**src/rtl/pfc_pkg.sv**
```systemverilog
// ----------------------------------------------------------------------------
// pfc_pkg
// Shared types, format codes and layout tables for the pixel format converter.
// ----------------------------------------------------------------------------
package pfc_pkg;

  // format codes
  localparam logic [2:0] FMT_RGBA8  = 3'd0;
  localparam logic [2:0] FMT_RGBA4  = 3'd1;
  localparam logic [2:0] FMT_RGB5A1 = 3'd2;
  localparam logic [2:0] FMT_RGB8   = 3'd3;
  localparam logic [2:0] FMT_RGB565 = 3'd4;
  localparam logic [2:0] FMT_LA8    = 3'd5;
  localparam logic [2:0] FMT_L8     = 3'd6;
  localparam logic [2:0] FMT_NONE   = 3'd7;

  // configuration register indexes
  localparam logic REG_SOURCE = 1'b0;
  localparam logic REG_TARGET = 1'b1;

  // channel indexes
  localparam logic [1:0] CH_R = 2'd0;
  localparam logic [1:0] CH_G = 2'd1;
  localparam logic [1:0] CH_B = 2'd2;
  localparam logic [1:0] CH_A = 2'd3;

  localparam int PIX_W    = 32;
  localparam int FMT_W    = 3;
  localparam int CNT_W    = 3;
  localparam int LEVEL_W  = 18;
  localparam int SUM_W    = 19;
  localparam int NUM_W    = 27;
  localparam int CHAN_W   = 8;
  localparam int RECIP_W  = 29;
  localparam int RECIP_SH = 46;
  localparam int PROD_W   = NUM_W + RECIP_W;

  // common denominator of all channel maxima (lcm of 255, 63, 31, 15, 1)
  localparam logic [LEVEL_W-1:0] FULL_SCALE  = LEVEL_W'(166005);
  localparam logic [SUM_W-1:0]   FULL_SCALE3 = SUM_W'(3 * 166005);

  // ceiling reciprocals, exact floor division for numerators below 2^27
  localparam logic [63:0] RECIP_1_FULL =
    ((64'd1 << RECIP_SH) + 64'd166005 - 64'd1) / 64'd166005;
  localparam logic [63:0] RECIP_3_FULL =
    ((64'd1 << RECIP_SH) + 64'd498015 - 64'd1) / 64'd498015;
  localparam logic [RECIP_W-1:0] RECIP_1 = RECIP_1_FULL[RECIP_W-1:0];
  localparam logic [RECIP_W-1:0] RECIP_3 = RECIP_3_FULL[RECIP_W-1:0];

  typedef logic [LEVEL_W-1:0] level_t;
  typedef logic [NUM_W-1:0]   num_t;
  typedef logic [CHAN_W-1:0]  chan_t;

  // bit offset of a channel in a format
  function automatic logic [4:0] fmt_shift(logic [2:0] fmt, logic [1:0] ch);
    logic [4:0] s;
    s = 5'd0;
    case (fmt)
      FMT_RGBA4: begin
        case (ch)
          CH_R: s = 5'd12;
          CH_G: s = 5'd8;
          CH_B: s = 5'd4;
          default: s = 5'd0;
        endcase
      end
      FMT_RGB5A1: begin
        case (ch)
          CH_R: s = 5'd11;
          CH_G: s = 5'd6;
          CH_B: s = 5'd1;
          default: s = 5'd0;
        endcase
      end
      FMT_RGB8: begin
        case (ch)
          CH_G: s = 5'd8;
          CH_B: s = 5'd16;
          default: s = 5'd0;
        endcase
      end
      FMT_RGB565: begin
        case (ch)
          CH_R: s = 5'd11;
          CH_G: s = 5'd5;
          default: s = 5'd0;
        endcase
      end
      FMT_LA8: begin
        case (ch)
          CH_A: s = 5'd8;
          default: s = 5'd0;
        endcase
      end
      FMT_L8: s = 5'd0;
      default: begin
        case (ch)
          CH_G: s = 5'd8;
          CH_B: s = 5'd16;
          CH_A: s = 5'd24;
          default: s = 5'd0;
        endcase
      end
    endcase
    return s;
  endfunction

  // bit width of a channel in a format, zero when absent
  function automatic logic [3:0] fmt_width(logic [2:0] fmt, logic [1:0] ch);
    logic [3:0] w;
    w = 4'd0;
    case (fmt)
      FMT_RGBA4:  w = 4'd4;
      FMT_RGB5A1: w = (ch == CH_A) ? 4'd1 : 4'd5;
      FMT_RGB8:   w = (ch == CH_A) ? 4'd0 : 4'd8;
      FMT_RGB565: begin
        case (ch)
          CH_R: w = 4'd5;
          CH_G: w = 4'd6;
          CH_B: w = 4'd5;
          default: w = 4'd0;
        endcase
      end
      FMT_LA8:    w = (ch == CH_R || ch == CH_A) ? 4'd8 : 4'd0;
      FMT_L8:     w = (ch == CH_R) ? 4'd8 : 4'd0;
      default:    w = 4'd8;
    endcase
    return w;
  endfunction

  // byte size of a format
  function automatic logic [CNT_W-1:0] fmt_bytes(logic [2:0] fmt);
    logic [CNT_W-1:0] b;
    case (fmt)
      FMT_RGBA4, FMT_RGB5A1, FMT_RGB565, FMT_LA8: b = 3'd2;
      FMT_RGB8: b = 3'd3;
      FMT_L8:   b = 3'd1;
      default:  b = 3'd4;
    endcase
    return b;
  endfunction

  // luminance formats
  function automatic logic fmt_lum(logic [2:0] fmt);
    return (fmt == FMT_LA8) || (fmt == FMT_L8);
  endfunction

  // largest code of a channel of the given width
  function automatic chan_t width_max(logic [3:0] w);
    chan_t m;
    case (w)
      4'd1:    m = 8'd1;
      4'd4:    m = 8'd15;
      4'd5:    m = 8'd31;
      4'd6:    m = 8'd63;
      4'd8:    m = 8'd255;
      default: m = 8'd0;
    endcase
    return m;
  endfunction

  // full scale divided by the channel maximum
  function automatic level_t width_scale(logic [3:0] w);
    level_t k;
    case (w)
      4'd1:    k = LEVEL_W'(166005);
      4'd4:    k = LEVEL_W'(11067);
      4'd5:    k = LEVEL_W'(5355);
      4'd6:    k = LEVEL_W'(2635);
      4'd8:    k = LEVEL_W'(651);
      default: k = LEVEL_W'(0);
    endcase
    return k;
  endfunction

endpackage

```
**src/rtl/pfc_in_if.sv**
```systemverilog
// ----------------------------------------------------------------------------
// pfc_in_if
// Source pixel channel: valid/ready handshake with pixel and end-of-image mark.
// ----------------------------------------------------------------------------
interface pfc_in_if;
  logic        valid;
  logic        ready;
  logic [31:0] pixel_in;
  logic        last_in;

  modport source (output valid, output pixel_in, output last_in, input ready);
  modport sink   (input valid, input pixel_in, input last_in, output ready);
endinterface

```
**src/rtl/pfc_out_if.sv**
```systemverilog
// ----------------------------------------------------------------------------
// pfc_out_if
// Converted pixel channel: valid/ready handshake with pixel, size and mark.
// ----------------------------------------------------------------------------
interface pfc_out_if;
  logic        valid;
  logic        ready;
  logic [31:0] pixel_out;
  logic [2:0]  pixel_size;
  logic        last_out;

  modport source (output valid, output pixel_out, output pixel_size, output last_out,
                  input ready);
  modport sink   (input valid, input pixel_out, input pixel_size, input last_out,
                  output ready);
endinterface

```
**src/rtl/pixel_format_converter.sv**
```systemverilog
// ----------------------------------------------------------------------------
// pixel_format_converter
// Converts one packed little-endian pixel per transfer between seven formats.
// ----------------------------------------------------------------------------
// Usage:
//   pix_in  carries one source pixel per transfer (valid/ready), with last_in
//           marking the final pixel of an image; pix_out returns the
//           converted pixel, its byte count and the copied mark.
//   cfg_write/cfg_index/cfg_data set the source (index 0) and target
//   (index 1) formats; a value of 7 is ignored. Write only while idle.
//   Results are presented from the output register. Throughput is one
//   pixel per cycle while the receiver accepts: four register stages
//   (unpack and scale to a common level, multiply by the output maximum,
//   reciprocal multiply, pack) each take a new pixel every cycle unless stalled.
//   When the receiver stalls, the output register holds its pixel and
//   earlier stages keep filling bubbles; ready drops only once every stage
//   holds a pixel. Nothing is dropped or repeated.
//   Reset clears all stage valid bits and sets both formats to RGBA8.
// ----------------------------------------------------------------------------
module pixel_format_converter (
  input  logic                   clk,
  input  logic                   rst,
  input  logic                   cfg_write,
  input  logic                   cfg_index,
  input  logic [pfc_pkg::FMT_W-1:0] cfg_data,
  pfc_in_if.sink                 pix_in,
  pfc_out_if.source              pix_out
);
  import pfc_pkg::*;

  logic [FMT_W-1:0] source_format;
  logic [FMT_W-1:0] target_format;

  // stage valids and advance enables
  logic v1, v2, v3, vo;
  logic adv0, adv1, adv2, adv3;

  // stage 1: levels over full scale
  level_t           s1_level [4];
  logic [FMT_W-1:0] s1_tfmt;
  logic             s1_last;

  // stage 2: numerators times output maximum
  num_t             s2_num [4];
  logic             s2_lum;
  logic [FMT_W-1:0] s2_tfmt;
  logic             s2_last;

  // stage 3: output channel codes
  chan_t            s3_q [4];
  logic [FMT_W-1:0] s3_tfmt;
  logic             s3_last;

  // output register
  logic [PIX_W-1:0] out_pixel;
  logic [CNT_W-1:0] out_count;
  logic             out_last;

  level_t           level_next [4];
  num_t             num_next [4];
  chan_t            q_next [4];
  logic [PIX_W-1:0] pixel_next;

  // configuration registers
  always_ff @(posedge clk) begin
    if (rst) begin
      source_format <= FMT_RGBA8;
      target_format <= FMT_RGBA8;
    end else if (cfg_write && cfg_data != FMT_NONE) begin
      case (cfg_index)
        REG_SOURCE: source_format <= cfg_data;
        REG_TARGET: target_format <= cfg_data;
        default: ;
      endcase
    end
  end

  // backpressure chain, bubbles collapse
  assign adv3 = !vo || pix_out.ready;
  assign adv2 = !v3 || adv3;
  assign adv1 = !v2 || adv2;
  assign adv0 = !v1 || adv1;
  assign pix_in.ready = adv0;

  // valid bits
  always_ff @(posedge clk) begin
    if (rst) begin
      v1 <= 1'b0;
      v2 <= 1'b0;
      v3 <= 1'b0;
      vo <= 1'b0;
    end else begin
      if (adv0) v1 <= pix_in.valid;
      if (adv1) v2 <= v1;
      if (adv2) v3 <= v2;
      if (adv3) vo <= v3;
    end
  end

  // unpack source channels and scale to a common level
  always_comb begin
    logic [3:0]  w;
    logic [7:0]  v;
    logic [25:0] p;
    for (int c = 0; c < 4; c++) begin
      w = fmt_width(source_format, 2'(c));
      v = 8'(pix_in.pixel_in >> fmt_shift(source_format, 2'(c))) & width_max(w);
      p = v * width_scale(w);
      if (w != 4'd0) begin
        level_next[c] = p[LEVEL_W-1:0];
      end else begin
        level_next[c] = (2'(c) == CH_A) ? FULL_SCALE : '0;
      end
    end
    if (fmt_lum(source_format)) begin
      level_next[CH_G] = level_next[CH_R];
      level_next[CH_B] = level_next[CH_R];
    end
  end

  always_ff @(posedge clk) begin
    if (adv0) begin
      for (int c = 0; c < 4; c++) s1_level[c] <= level_next[c];
      s1_tfmt <= target_format;
      s1_last <= pix_in.last_in;
    end
  end

  // numerator per output channel times its maximum
  always_comb begin
    logic [SUM_W-1:0] sum;
    logic [SUM_W-1:0] n;
    sum = SUM_W'(s1_level[CH_R]) + SUM_W'(s1_level[CH_G]) + SUM_W'(s1_level[CH_B]);
    for (int c = 0; c < 4; c++) begin
      if (2'(c) == CH_R && fmt_lum(s1_tfmt)) n = sum;
      else                                    n = SUM_W'(s1_level[c]);
      num_next[c] = NUM_W'(n) * NUM_W'(width_max(fmt_width(s1_tfmt, 2'(c))));
    end
  end

  always_ff @(posedge clk) begin
    if (adv1) begin
      for (int c = 0; c < 4; c++) s2_num[c] <= num_next[c];
      s2_lum  <= fmt_lum(s1_tfmt);
      s2_tfmt <= s1_tfmt;
      s2_last <= s1_last;
    end
  end

  // floor division by full scale (three times it for a luminance sum) via reciprocal multiply
  always_comb begin
    logic [PROD_W-1:0] prod;
    logic [RECIP_W-1:0] recip;
    for (int c = 0; c < 4; c++) begin
      recip = (2'(c) == CH_R && s2_lum) ? RECIP_3 : RECIP_1;
      prod = PROD_W'(s2_num[c]) * PROD_W'(recip);
      q_next[c] = prod[RECIP_SH +: CHAN_W];
    end
  end

  always_ff @(posedge clk) begin
    if (adv2) begin
      for (int c = 0; c < 4; c++) s3_q[c] <= q_next[c];
      s3_tfmt <= s2_tfmt;
      s3_last <= s2_last;
    end
  end

  // pack channels in target layout
  always_comb begin
    pixel_next = '0;
    for (int c = 0; c < 4; c++) begin
      pixel_next = pixel_next |
        (PIX_W'(s3_q[c] & width_max(fmt_width(s3_tfmt, 2'(c))))
          << fmt_shift(s3_tfmt, 2'(c)));
    end
  end

  always_ff @(posedge clk) begin
    if (adv3) begin
      out_pixel <= pixel_next;
      out_count <= fmt_bytes(s3_tfmt);
      out_last  <= s3_last;
    end
  end

  assign pix_out.valid      = vo;
  assign pix_out.pixel_out  = out_pixel;
  assign pix_out.pixel_size = out_count;
  assign pix_out.last_out   = out_last;

  // checks
  a_fmt_legal: assert property (@(posedge clk) disable iff (rst)
    source_format != FMT_NONE && target_format != FMT_NONE)
    else $error("format register holds unused code");

  a_count_range: assert property (@(posedge clk) disable iff (rst)
    vo |-> (out_count == 3'd1 || out_count == 3'd2 || out_count == 3'd3 ||
            out_count == 3'd4))
    else $error("byte count out of range");

  a_high_zero: assert property (@(posedge clk) disable iff (rst)
    vo |-> ((out_count != 3'd1 || out_pixel[31:8] == 24'd0) &&
            (out_count != 3'd2 || out_pixel[31:16] == 16'd0) &&
            (out_count != 3'd3 || out_pixel[31:24] == 8'd0)))
    else $error("unused output bytes not zero");

  a_stage_hold: assert property (@(posedge clk) disable iff (rst)
    (v3 && !adv3) |=> v3)
    else $error("stalled stage lost its pixel");

endmodule
```
**src/flat_wrapper.sv**
```systemverilog
// flat-port wrapper written by rule: the top's interface ports become plain ports
module pixel_format_converter_flat import pfc_pkg::*;
  (clk, rst, cfg_write, cfg_index, cfg_data, pix_in_valid, pix_in_pixel_in, pix_in_last_in, pix_in_ready, pix_out_valid, pix_out_pixel_out, pix_out_pixel_size, pix_out_last_out, pix_out_ready);
  pfc_in_if pix_in_i ();
  pfc_out_if pix_out_i ();
  input  logic clk;
  input  logic rst;
  input  logic cfg_write;
  input  logic cfg_index;
  input  logic [pfc_pkg::FMT_W-1:0] cfg_data;
  input wire logic [$bits(pix_in_i.valid)-1:0] pix_in_valid;
  input wire logic [$bits(pix_in_i.pixel_in)-1:0] pix_in_pixel_in;
  input wire logic [$bits(pix_in_i.last_in)-1:0] pix_in_last_in;
  output wire logic [$bits(pix_in_i.ready)-1:0] pix_in_ready;
  output wire logic [$bits(pix_out_i.valid)-1:0] pix_out_valid;
  output wire logic [$bits(pix_out_i.pixel_out)-1:0] pix_out_pixel_out;
  output wire logic [$bits(pix_out_i.pixel_size)-1:0] pix_out_pixel_size;
  output wire logic [$bits(pix_out_i.last_out)-1:0] pix_out_last_out;
  input wire logic [$bits(pix_out_i.ready)-1:0] pix_out_ready;
  assign pix_in_i.valid = pix_in_valid;
  assign pix_in_i.pixel_in = pix_in_pixel_in;
  assign pix_in_i.last_in = pix_in_last_in;
  assign pix_in_ready = pix_in_i.ready;
  assign pix_out_valid = pix_out_i.valid;
  assign pix_out_pixel_out = pix_out_i.pixel_out;
  assign pix_out_pixel_size = pix_out_i.pixel_size;
  assign pix_out_last_out = pix_out_i.last_out;
  assign pix_out_i.ready = pix_out_ready;
  pixel_format_converter u_core (.clk(clk), .rst(rst), .cfg_write(cfg_write), .cfg_index(cfg_index), .cfg_data(cfg_data), .pix_in(pix_in_i), .pix_out(pix_out_i));
endmodule
```
**config.mk**
```make
export PLATFORM = sky130hd
export DESIGN_NAME = pixel_format_converter_flat
export DESIGN_NICKNAME = d
export VERILOG_FILES = /design/src/rtl/pfc_pkg.sv /design/src/rtl/pfc_in_if.sv /design/src/rtl/pfc_out_if.sv /design/src/rtl/pixel_format_converter.sv /design/src/flat_wrapper.sv
export SDC_FILE = /design/constraint.sdc
export NUM_CORES = 2
export LEC_CHECK = 0
export BUFFER_PORTS_ARGS = -buffer_cell sky130_fd_sc_hd__buf_2
export CAP_MARGIN = 10
export CORE_MARGIN = 3
export CORE_UTILIZATION = 61
export DETAILED_ROUTE_END_ITERATION = 6
export GPL_TIMING_DRIVEN = 0
export HOLD_SLACK_MARGIN = 0.02
export PLACE_DENSITY = 0.78
export SLEW_MARGIN = 30
export SYNTH_ARGS = -nofsm -noshare
export SYNTH_HDL_FRONTEND = slang
export SYNTH_SLANG_ARGS = --single-unit
```
**constraint.sdc**
```tcl
create_clock -name clk -period 6.91 [get_ports clk]
set_clock_uncertainty 0.1 [all_clocks]
set_input_delay 0.3455 -clock clk [delete_from_list [all_inputs] [get_ports clk]]
set_output_delay 0.3455 -clock clk [all_outputs]
set_load 0.01 [all_outputs]
```
==> reports/qor.csv <==
metric,value,unit
worst min-delay path category,in -> reg,
Netlist cell types,95,
post-route ant nets,0,
post-synth top area share,35.4,%
Die X-Extent,360,µm
Avg Synthesized Cell Area,9.80,µm²
Post-Syn Area,0.0765,mm²
worst-skew pair later-pin latency,570,ps
largest net degree at the start of global routing,64,
layout cells sized above 1,7.58,%
Util after Layout,66.9,%
IO Port Bufs,74,
WL final,183000,µm
fin crit share,108,%
RSZ-0062 raised after global routing,true,
fin crit period,7440,ps
WP data arrival,7640,ps
Initial Util,61.6,%
"FF+latch count, synth",268,
Crit. End Element,flip-flop,
R2R setup slack,-530,ps
htree depth,2,
nets@finish,11055,
hold path depth,4,
"Reg clk slew, reported paths",70,ps
XOR/XNOR Fraction of Synth Area,2.50,%
yosys warns,0,
Core Area,0.124,mm²
RR Endpoint,u_core.s2_num[0][26]$_DFFE_PP_,
I/O pin count,80,
drt drc,0,
cell with the most instances after synthesis,inv_1,
hpwl dp,156000,µm
Reg2Reg Launch Point,u_core.s1_level[2][1]$_DFFE_PP_,
Initial DRT Pass Iterations,6,
WP data required,7110,ps
Reg area,0.00795,mm²
sequential share of the synthesized area,10.4,%
post-synthesis mux area share,0.684,%
main combinational cell family by area after synthesis,adder cells,
GRT Overall Usage,28.7,%
WHS Endpoint,u_core.pix_out.valid$_SDFFE_PP0P_,
Top delay family on crit path,adder cells,
CTS tree,done,
Num CTS Buffers,34,
final hold vios,0,
Layout area overhead,8.67,%
Setup WS post-layout,-528,ps
simple-gate area share of the yosys netlist,7.84,%
Worst R2R Path Depth,32,
number of global-route vias before repair,58443,
CP Buf/Inv Count,6,
status,"complete, but fails checks",
max-cap violations,0,
compound-cell area share of the yosys netlist,7.07,%
fmax,134,MHz
GR Overflow Total,0,
Startpoint Class,flip-flop,
Post-Synthesis Cells,7801,
worst slew pin tran,965,ps
chip height,360,µm
critical path class,reg -> reg,
Final setup violation count,16,
Hold WS,55.8,ps
"EDFF count, synth",258,
pre-CTS setup slack,-1420,ps
CP max-delay cell,fa_1,
clk buf depth,3,
FILL cells,9288,
most common library cells after synthesis,"2214 x inv_1, 1506 x ha_1, 1351 x fa_1",
failing checks,setup timing,
TritonCTS Sinks,268,
async set or reset register ratio after synthesis,0,%
Vias/cell,5.52,
vias,54203,
max incr delay on CP,490,ps
Die ar.,0.130,mm²
Worst Hold Launch,pix_out_ready,
initial antenna violation count,9,
"top cells by area, synth","fa_1 35%, ha_1 25%, inv_1 11%",
initial DRC count,3411,
standard-cell row count,129,
first-pass GRT wire length,299000,µm
Slew Limit Fails,0,
Slew headroom,35.2,%
Clock Root Buffer,clkbuf_16,
"Primary FF master, synth",edfxtp_1,
dominant cell type by area after synthesis,fa_1,
CP dominant cell by count,fa_1,
GP Congestion,1.01,
WL/cell,18.6,µm
Adder-Cell Fraction of Synth Area,60.1,%
multi-input logic area,0.0617,mm²
Max Fanout on Critical Path,5,
## kinds of logic after synthesis
logic type,Yosys count
compound gates,832
xor+xnor,217
fa+ha+maj,2861
buf+inv,2323
flops,268
mux,51
other cells,2
simple gates,1247
## metal layers
| metal | vias up | global-route usage, % | wire (µm) |
|---|---|---|---|
| met4 | 8 | 8.69 | 6470 |
| li1 | 25117 | - | - |
| met2 | 1659 | 48.4 | 87100 |
| met1 | 27003 | 38.3 | 76300 |
| met3 | 416 | 4.38 | 12800 |
| met5 | - | 0 | 56 |
## state kept, by name, summed over array words and instances (netlist names), 3 cells and up
signal,flops
u_core.s2_num,105
u_core.s1_level,72
u_core.pix_out.pixel_out,32
u_core.s3_q,32
u_core.pix_out.pixel_size,3
u_core.s1_tfmt,3
u_core.s2_tfmt,3
u_core.s3_tfmt,3
u_core.source_format,3
u_core.target_format,3
## worst max path at each step
stage	from	end	cells after the start
2_1_floorplan	u_core.s1_level[2][1]$_DFFE_PP_	u_core.s2_num[0][26]$_DFFE_PP_	31
3_3_place_gp	u_core.source_format[1]$_SDFFE_PP0P_	u_core.s1_level[2][17]$_DFFE_PP_	25
3_5_place_dp	u_core.source_format[1]$_SDFFE_PP0P_	u_core.s1_level[1][17]$_DFFE_PP_	28
4_1_cts	u_core.s1_level[2][1]$_DFFE_PP_	u_core.s2_num[0][26]$_DFFE_PP_	31
5_1_grt	u_core.s1_level[2][1]$_DFFE_PP_	u_core.s2_num[0][26]$_DFFE_PP_	32
6_report	u_core.s1_level[2][1]$_DFFE_PP_	u_core.s2_num[0][26]$_DFFE_PP_	32
## layout make-up
cell class / count / share of cell area, %
multi-input combinational: 5336 / 74.2
inverter: 2216 / 10.0
sequential: 268 / 9.56
tap: 1637 / 2.46
timing repair buffer: 201 / 1.76
clock buffer: 38 / 1.07
buffer: 99 / 0.666
clock inverter: 23 / 0.230
antenna: 3 / 0.00903
## tightest hold or removal path: cells and delay by family
kind	cells	cell delay (ps)
simple gates	3	230
buf+inv	1	90
## layout by cell type (no fill, tap or decap), drive strengths merged, types with 12 or more instances in the layout
| cell type | count |
|---|---|
| a31oi | 28 |
| xnor2 | 161 |
| a21oi | 231 |
| a211oi | 40 |
| clkbuf | 113 |
| or3 | 21 |
| nor2 | 295 |
| o41ai | 12 |
| o21bai | 25 |
| nand4 | 28 |
| inv | 2220 |
| conb | 128 |
| nand3 | 72 |
| buf | 219 |
| clkinv | 15 |
| mux2i | 41 |
| ha | 1506 |
| nand2b | 46 |
| nand2 | 394 |
| or2 | 41 |
| edfxtp | 258 |
| xor2 | 55 |
| o21ai | 178 |
| a22o | 15 |
| o31ai | 13 |
| nor3 | 70 |
| and2 | 130 |
| nor2b | 82 |
| fa | 1351 |
| a21o | 103 |
| a22oi | 15 |
| and3 | 29 |
| a21boi | 12 |
| o22ai | 12 |
| o21a | 44 |
| o211ai | 18 |
## repair_timing
action,CTS,global route
resized for setup,233,191
buffers inserted,67,50
hold endpoints to repair,8,0
pin swaps,66,71
setup endpoints to repair,82,64
cloned,1,0
hold buffers,5,0
## metrics by stage
step                      cell area (µm²)  instances  TNS [ps]
after floorplan                     77000       7927      -240
after global routing                83100       9818     -7520
after detailed placement            79500       9643    -47920
final                               83100       9821     -3610
after global placement              79400       9638    -47130
after CTS                           82100       9771     -1970
Power is not shown: default switching activity piles up to over one toggle a cycle in this logic, so the estimate is an artifact.
